--- src/rtl/hsv_pkg.sv ---
`timescale 1ns / 1ps

package hsv_pkg;

  localparam int unsigned HUE_W  = 10;
  localparam int unsigned PCT_W  = 7;
  localparam int unsigned CH_W   = 8;

  localparam logic [PCT_W-1:0] PCT_MAX = 7'd100;
  localparam logic [CH_W-1:0]  CH_MAX  = 8'hff;

  // hue sector codes, named by the channel that ramps
  localparam logic [2:0] SEC_G_UP   = 3'd0;
  localparam logic [2:0] SEC_R_DOWN = 3'd1;
  localparam logic [2:0] SEC_B_UP   = 3'd2;
  localparam logic [2:0] SEC_G_DOWN = 3'd3;
  localparam logic [2:0] SEC_R_UP   = 3'd4;
  localparam logic [2:0] SEC_B_DOWN = 3'd5;

  // floor(x / 100) for x up to 25500, by reciprocal 41944 / 2^22 (exact below 43690)
  function automatic logic [CH_W-1:0] div100(input logic [14:0] x);
    logic [30:0] p;
    p = {16'd0, x} * 31'd41944;
    return p[29:22];
  endfunction

  // floor(y / 255) for y up to 255 * 255
  function automatic logic [CH_W-1:0] div255(input logic [15:0] y);
    logic [16:0] t;
    t = {1'b0, y} + {9'd0, y[15:8]} + 17'd1;
    return t[15:8];
  endfunction

endpackage

--- src/rtl/hsv_to_rgb_converter_top.sv ---
`timescale 1ns / 1ps
// Channel  Handshake           Payload
// in       in_valid/in_ready   hue[9:0], saturation[6:0], brightness[6:0]
// out      out_valid/out_ready red[7:0], green[7:0], blue[7:0]
//
// Six register stages: one transaction per clock while the output is not stalled.
// Stage split: hue wrap/clamp, sector + high, ramps + low product,
// low, channel products, divide by 255 + offset into output register.
// rst (synchronous) clears the stage valid bits only.
// A stall at the output freezes every stage; nothing is dropped or repeated.
module hsv_to_rgb_converter_top (
  input  logic       clk,
  input  logic       rst,
  input  logic       in_valid,
  output logic       in_ready,
  input  logic [9:0] hue,
  input  logic [6:0] saturation,
  input  logic [6:0] brightness,
  output logic       out_valid,
  input  logic       out_ready,
  output logic [7:0] red,
  output logic [7:0] green,
  output logic [7:0] blue
);

  logic advance;
  logic v1, v2, v3, v4, v5;

  // stage 1
  logic [8:0] h1;
  logic [6:0] s1, b1;
  // stage 2
  logic [2:0] sec2;
  logic [5:0] d2;
  logic [7:0] hi2;
  logic [6:0] s2;
  // stage 3
  logic [7:0] r3, g3, b3, hi3;
  logic [14:0] lp3;
  // stage 4
  logic [7:0] r4, g4, b4, hi4, lo4;
  // stage 5
  logic [15:0] ry5, gy5, by5;
  logic [7:0] lo5;

  // comb
  logic [8:0] h_wrap;
  logic [6:0] s_clamp, b_clamp;
  logic [2:0] sec_n;
  logic [8:0] d_n;
  logic [14:0] bx;
  logic [9:0] up_t, dn_t;
  logic [7:0] rise_v, fall_v;
  logic [7:0] diff4;

  assign advance  = !out_valid || out_ready;
  assign in_ready = advance;

  always_comb begin
    if (hue >= 10'd720) begin
      h_wrap = 9'(hue - 10'd720);
    end else if (hue >= 10'd360) begin
      h_wrap = 9'(hue - 10'd360);
    end else begin
      h_wrap = hue[8:0];
    end
    s_clamp = (saturation > hsv_pkg::PCT_MAX) ? hsv_pkg::PCT_MAX : saturation;
    b_clamp = (brightness > hsv_pkg::PCT_MAX) ? hsv_pkg::PCT_MAX : brightness;
  end

  // inclusive upper bounds: the lower sector takes the border
  always_comb begin
    if (h1 <= 9'd60) begin
      sec_n = hsv_pkg::SEC_G_UP;   d_n = h1;
    end else if (h1 <= 9'd120) begin
      sec_n = hsv_pkg::SEC_R_DOWN; d_n = h1 - 9'd60;
    end else if (h1 <= 9'd180) begin
      sec_n = hsv_pkg::SEC_B_UP;   d_n = h1 - 9'd120;
    end else if (h1 <= 9'd240) begin
      sec_n = hsv_pkg::SEC_G_DOWN; d_n = h1 - 9'd180;
    end else if (h1 <= 9'd300) begin
      sec_n = hsv_pkg::SEC_R_UP;   d_n = h1 - 9'd240;
    end else begin
      sec_n = hsv_pkg::SEC_B_DOWN; d_n = h1 - 9'd300;
    end
    bx = {b1, 8'd0} - {8'd0, b1};
  end

  // 255/60 = 17/4
  always_comb begin
    up_t   = {4'd0, d2} * 10'd17;
    dn_t   = up_t + 10'd3;
    rise_v = up_t[9:2];
    fall_v = hsv_pkg::CH_MAX - dn_t[9:2];
  end

  assign diff4 = hi4 - lo4;

  always_ff @(posedge clk) begin
    if (rst) begin
      v1 <= 1'b0; v2 <= 1'b0; v3 <= 1'b0; v4 <= 1'b0; v5 <= 1'b0;
      out_valid <= 1'b0;
    end else if (advance) begin
      v1 <= in_valid;
      v2 <= v1; v3 <= v2; v4 <= v3; v5 <= v4;
      out_valid <= v5;
    end
  end

  always_ff @(posedge clk) begin
    if (advance) begin
      h1 <= h_wrap;
      s1 <= s_clamp;
      b1 <= b_clamp;

      sec2 <= sec_n;
      d2   <= d_n[5:0];
      hi2  <= hsv_pkg::div100(bx);
      s2   <= s1;

      unique case (sec2)
        hsv_pkg::SEC_G_UP: begin
          r3 <= hsv_pkg::CH_MAX; g3 <= rise_v; b3 <= 8'd0;
        end
        hsv_pkg::SEC_R_DOWN: begin
          r3 <= fall_v; g3 <= hsv_pkg::CH_MAX; b3 <= 8'd0;
        end
        hsv_pkg::SEC_B_UP: begin
          r3 <= 8'd0; g3 <= hsv_pkg::CH_MAX; b3 <= rise_v;
        end
        hsv_pkg::SEC_G_DOWN: begin
          r3 <= 8'd0; g3 <= fall_v; b3 <= hsv_pkg::CH_MAX;
        end
        hsv_pkg::SEC_R_UP: begin
          r3 <= rise_v; g3 <= 8'd0; b3 <= hsv_pkg::CH_MAX;
        end
        default: begin
          r3 <= hsv_pkg::CH_MAX; g3 <= 8'd0; b3 <= fall_v;
        end
      endcase
      hi3 <= hi2;
      lp3 <= {7'd0, hi2} * {8'd0, hsv_pkg::PCT_MAX - s2};

      r4  <= r3; g4 <= g3; b4 <= b3;
      hi4 <= hi3;
      lo4 <= hsv_pkg::div100(lp3);

      ry5 <= {8'd0, diff4} * {8'd0, r4};
      gy5 <= {8'd0, diff4} * {8'd0, g4};
      by5 <= {8'd0, diff4} * {8'd0, b4};
      lo5 <= lo4;

      red   <= lo5 + hsv_pkg::div255(ry5);
      green <= lo5 + hsv_pkg::div255(gy5);
      blue  <= lo5 + hsv_pkg::div255(by5);
    end
  end

  a_hue_wrapped: assert property (@(posedge clk) disable iff (rst)
    v1 |-> (h1 < 9'd360))
    else $error("wrapped hue out of range");

  a_sector_extremes: assert property (@(posedge clk) disable iff (rst)
    v3 |-> ((r3 == 8'hff || g3 == 8'hff || b3 == 8'hff) &&
            (r3 == 8'd0 || g3 == 8'd0 || b3 == 8'd0)))
    else $error("sector lacks a full and an empty channel");

  a_low_le_high: assert property (@(posedge clk) disable iff (rst)
    v4 |-> (lo4 <= hi4))
    else $error("low limit above high limit");

  a_stall_freezes: assert property (@(posedge clk) disable iff (rst)
    !advance |=> ($stable(v5) && $stable(lo5) && $stable(ry5)))
    else $error("pipeline moved during stall");

endmodule

--- config.mk ---
export PLATFORM = sky130hd
export DESIGN_NAME = hsv_to_rgb_converter_top
export DESIGN_NICKNAME = d
export VERILOG_FILES = /design/src/rtl/hsv_pkg.sv /design/src/rtl/hsv_to_rgb_converter_top.sv
export SDC_FILE = /design/constraint.sdc
export NUM_CORES = 1
export LEC_CHECK = 0
export BUFFER_PORTS_ARGS = -buffer_cell sky130_fd_sc_hd__buf_2
export CELL_PAD_IN_SITES_DETAIL_PLACEMENT = 1
export CELL_PAD_IN_SITES_GLOBAL_PLACEMENT = 1
export CORE_ASPECT_RATIO = 0.8
export CORE_MARGIN = 2
export CORE_UTILIZATION = 30
export DETAILED_ROUTE_END_ITERATION = 10
export HOLD_SLACK_MARGIN = 0.06
export PLACE_DENSITY = 0.64
export SYNTH_ARGS = -nofsm -noshare
export SYNTH_HDL_FRONTEND = slang
export SYNTH_SLANG_ARGS = --single-unit
--- constraint.sdc ---
create_clock -name clk -period 10.18 [get_ports clk]
set_input_delay 2.036 -clock clk [delete_from_list [all_inputs] [get_ports clk]]
set_output_delay 2.036 -clock clk [all_outputs]
set_load 0.03 [all_outputs]
==> impl_results.md <==
- Die area: 86000 um2
- Clock sink total: 220
- TritonCTS Buffers: 28
- Synth Instances: 2427
- Vias in the first global route: 18400
- Yosys warns: 0
- Horiz. Die Dim: 327 um
- Clock root cell: clkbuf_16
- Metal2 WL: 26.1 mm
- Fin crit period: 7.20 ns
- Sequential area share after synthesis: 0.261
- Hold_buf cts: 0
- Wl on met1: around 27 mm
- Largest family of logic cells by synthesized area: adder cells
- Max-Cap Viols: 0
- Multiplexer share of the synthesized area: 0.00239
- Clk_lat worst skew: 0.58 ns
- Net count, final: 3196
- Final GP Congestion: 0.828
- Syn nets: about 3100
- Compound-Gate Fraction of Synth Area: 0.0691
- Post-Synth XOR/XNOR Area: 0.0482
- Hold violation count in the final report: 0
- Critical Path AT: 7.52 ns
- Worst-path fanout max: 9
- Vias: 16600
- CTS tree: done
- Adder-cell share of the synthesized area: 0.424
- P&R area growth vs syn: 10.3%
- Fin. max-slew vios: 0
- Status: completed
- Std cell rows: between 90 and 100
- Fin crit share: 0.707
- Drt wl/cell: 15.5 um
- Vias/cell: between 4 and 5
- Final TNS setup: 0 ns
- Uppermost routed layer: met4
- Dominant synthesized flop cell: edfxtp_1
- Slew HR: 0.227
- Worst setup EP type: flop
- CTS clk-pin slew, worst paths: 0.06 ns
- Starting DRT DRC Count: 604
- Initial antenna violation count: 0
- First-pass GRT wire length: ~94 mm
- Fillers: approximately 9300
- Multi-input gate area: 16500 um2
- DP HPWL: 46.5 mm
- Slew @ Worst Pin: about 1.1 ns
- Layout cells sized above 1: 0.0559
- Register area: about 6500 um2
- Core ar.: 82600 um2
- Crit Path Category: reg2reg
- Met3 Wirelength: 1.66 mm
- Number of synthesized flops with an enable pin: roughly 210
- Initial core utilization: 0.304
- Die Y: between 200 and 300 um
- Clock skew: 0.0349 ns
- I/O Buffers: between 50 and 60
- Synthesized area: roughly 25000 um2
- Required @ worst endpoint: 10.50 ns
- GRT Total Usage: 0.132
- Drt drc: 0
- RSZ-0062 raised after global routing: no
- Post-CTS Setup Bufs: 0
- Simple-gate area share of the yosys netlist: 0.112
- Total congestion overflow: 0
- Async set or reset register ratio after synthesis: 0
- Max frequency: around 0.14 GHz
- Antenna diodes: 0
- Flops & latches, synth: between 200 and 250
- Antenna viol nets, final: 0
- Clock Tree Buf Depth: 3
- Unique cell type count in the Yosys netlist: 67
- Avg Inst Size Synth: 10.3 um2
- Worst hold path type: reg2reg
- PostCTS Resize Cnt: 0
- Total Wirelength: about 56 mm
- Initial DRT Pass Iterations: 4
- Startpoint Class: flop
- Maximum number of pins on one net before global-route repair: 65
- H-tree depth: 1
- I/O pin cnt: 54
- Setup violations, final: 0
[cell type report]
type	instances	area share
flip-flops and latches	220	0.237
multi-input cells	1653	0.595
well taps	1104	0.0499
clock buffers	30	0.0256
inverters	515	0.0699
clock inverters	22	0.00972
repair buffers	66	0.0131
[critical path, cell delays in order (launching register included)]
cell      delay (ns)
edfxtp_1        0.55
inv_1           0.24
ha_1            0.29
nand2_1         0.11
or2_2           0.32
xnor2_1         0.73
inv_1           0.16
fa_1            0.58
inv_1           0.05
ha_1            0.28
inv_1           0.06
fa_1            0.49
inv_1           0.06
fa_1            0.55
inv_1           0.07
fa_1            0.54
inv_1           0.05
ha_1            0.31
a21oi_1         0.14
o22ai_1         0.11
a211oi_2        0.30
o31a_2          0.24
a21oi_2         0.09
or3_1           0.32
a31oi_1         0.21
xnor2_1         0.08
[placed cells by master (no fill, tap or decap), types with 21 or more instances in the layout]
| cell type | n |
|---|---|
| nor2b_1 | 43 |
| nand2_1 | 168 |
| fa_1 | 277 |
| nor3_1 | 24 |
| nor2_1 | 88 |
| and2_1 | 122 |
| nand3_1 | 27 |
| xor2_1 | 35 |
| inv_1 | 514 |
| nor3b_1 | 23 |
| edfxtp_1 | 214 |
| ha_1 | 407 |
| o21ai_0 | 60 |
| xnor2_1 | 102 |
| clkbuf_16 | 28 |
| buf_2 | 53 |
| a21oi_1 | 86 |
| a21o_1 | 21 |
[metrics by stage]
stage / hold WS, ns / utilization / std cells / cell area (um2) / setup slack (ns)
after floorplan: 0.400 / - / 2427 / 25100 / 3.11
after global placement: 0.404 / 0.323 / 3558 / 26700 / 3.30
after detailed placement: 0.405 / 0.323 / 3558 / 26700 / 3.00
after CTS: 0.421 / 0.335 / 3610 / 27700 / 2.95
after global routing: 0.426 / 0.335 / 3610 / 27700 / 2.48
final: 0.419 / 0.335 / 3610 / 27700 / 2.98
[cell families after synthesis]
kind of cell | Yosys count
adder cells (fa/ha/maj) | 684
XOR/XNOR | 138
flip-flops | 220
AO/OA/AOI/OAI | 270
multiplexers | 6
buffers and inverters | 554
AND/OR/NAND/NOR | 555
[cells in the mapped netlist, types with 6 or more instances]
master,count,area share
inv_1,514,0.077
ha_1,407,0.20
fa_1,277,0.22
edfxtp_1,214,0.26
nand2_1,168,0.025
and2_1,122,0.030
xnor2_1,103,0.036
nor2_1,88,0.013
a21oi_1,86,0.017
o21ai_0,60,0.012
nor2b_1,43,0.011
clkbuf_1,36,0.0054
xor2_1,35,0.012
nand3_1,27,0.0054
nor3_1,24,0.0048
nor3b_1,23,0.0069
a21o_1,21,0.0063
o21a_1,18,0.0054
nand2b_1,15,0.0037
a211oi_1,11,0.0033
or2_2,11,0.0027
nand4_1,9,0.0022
or3_1,8,0.0020
a21boi_0,7,0.0021
o21bai_1,7,0.0021
dfxtp_1,6,0.0048
mux2i_1,6,0.0024
or3b_2,6,0.0021
[registers in the layout, indices dropped and copies added, names as in the netlist, 9 cells and up]
signal,cells
ry5,16
by5,16
gy5,16
lp3,15
h1,9
[final timing paths]
kind,cells past startpoint,slack [ns],to,startpoint
min reg2reg,0,0.42,hi4[6],hi3[6]
max,25,2.98,hi2[7],b1[0]
max reg2reg,25,2.98,hi2[7],b1[0]
min,0,0.42,hi4[6],hi3[6]
[per-layer routing]
layer | track usage | up-vias
li1 | - | 8010
met1 | 0.184 | 8340
met2 | 0.223 | 145
met3 | 0.0148 | 65
met4 | 0.0238 | 0
met5 | 0 | -
Power is not shown: default switching activity piles up to over one toggle a cycle in this logic, so the estimate is an artifact.
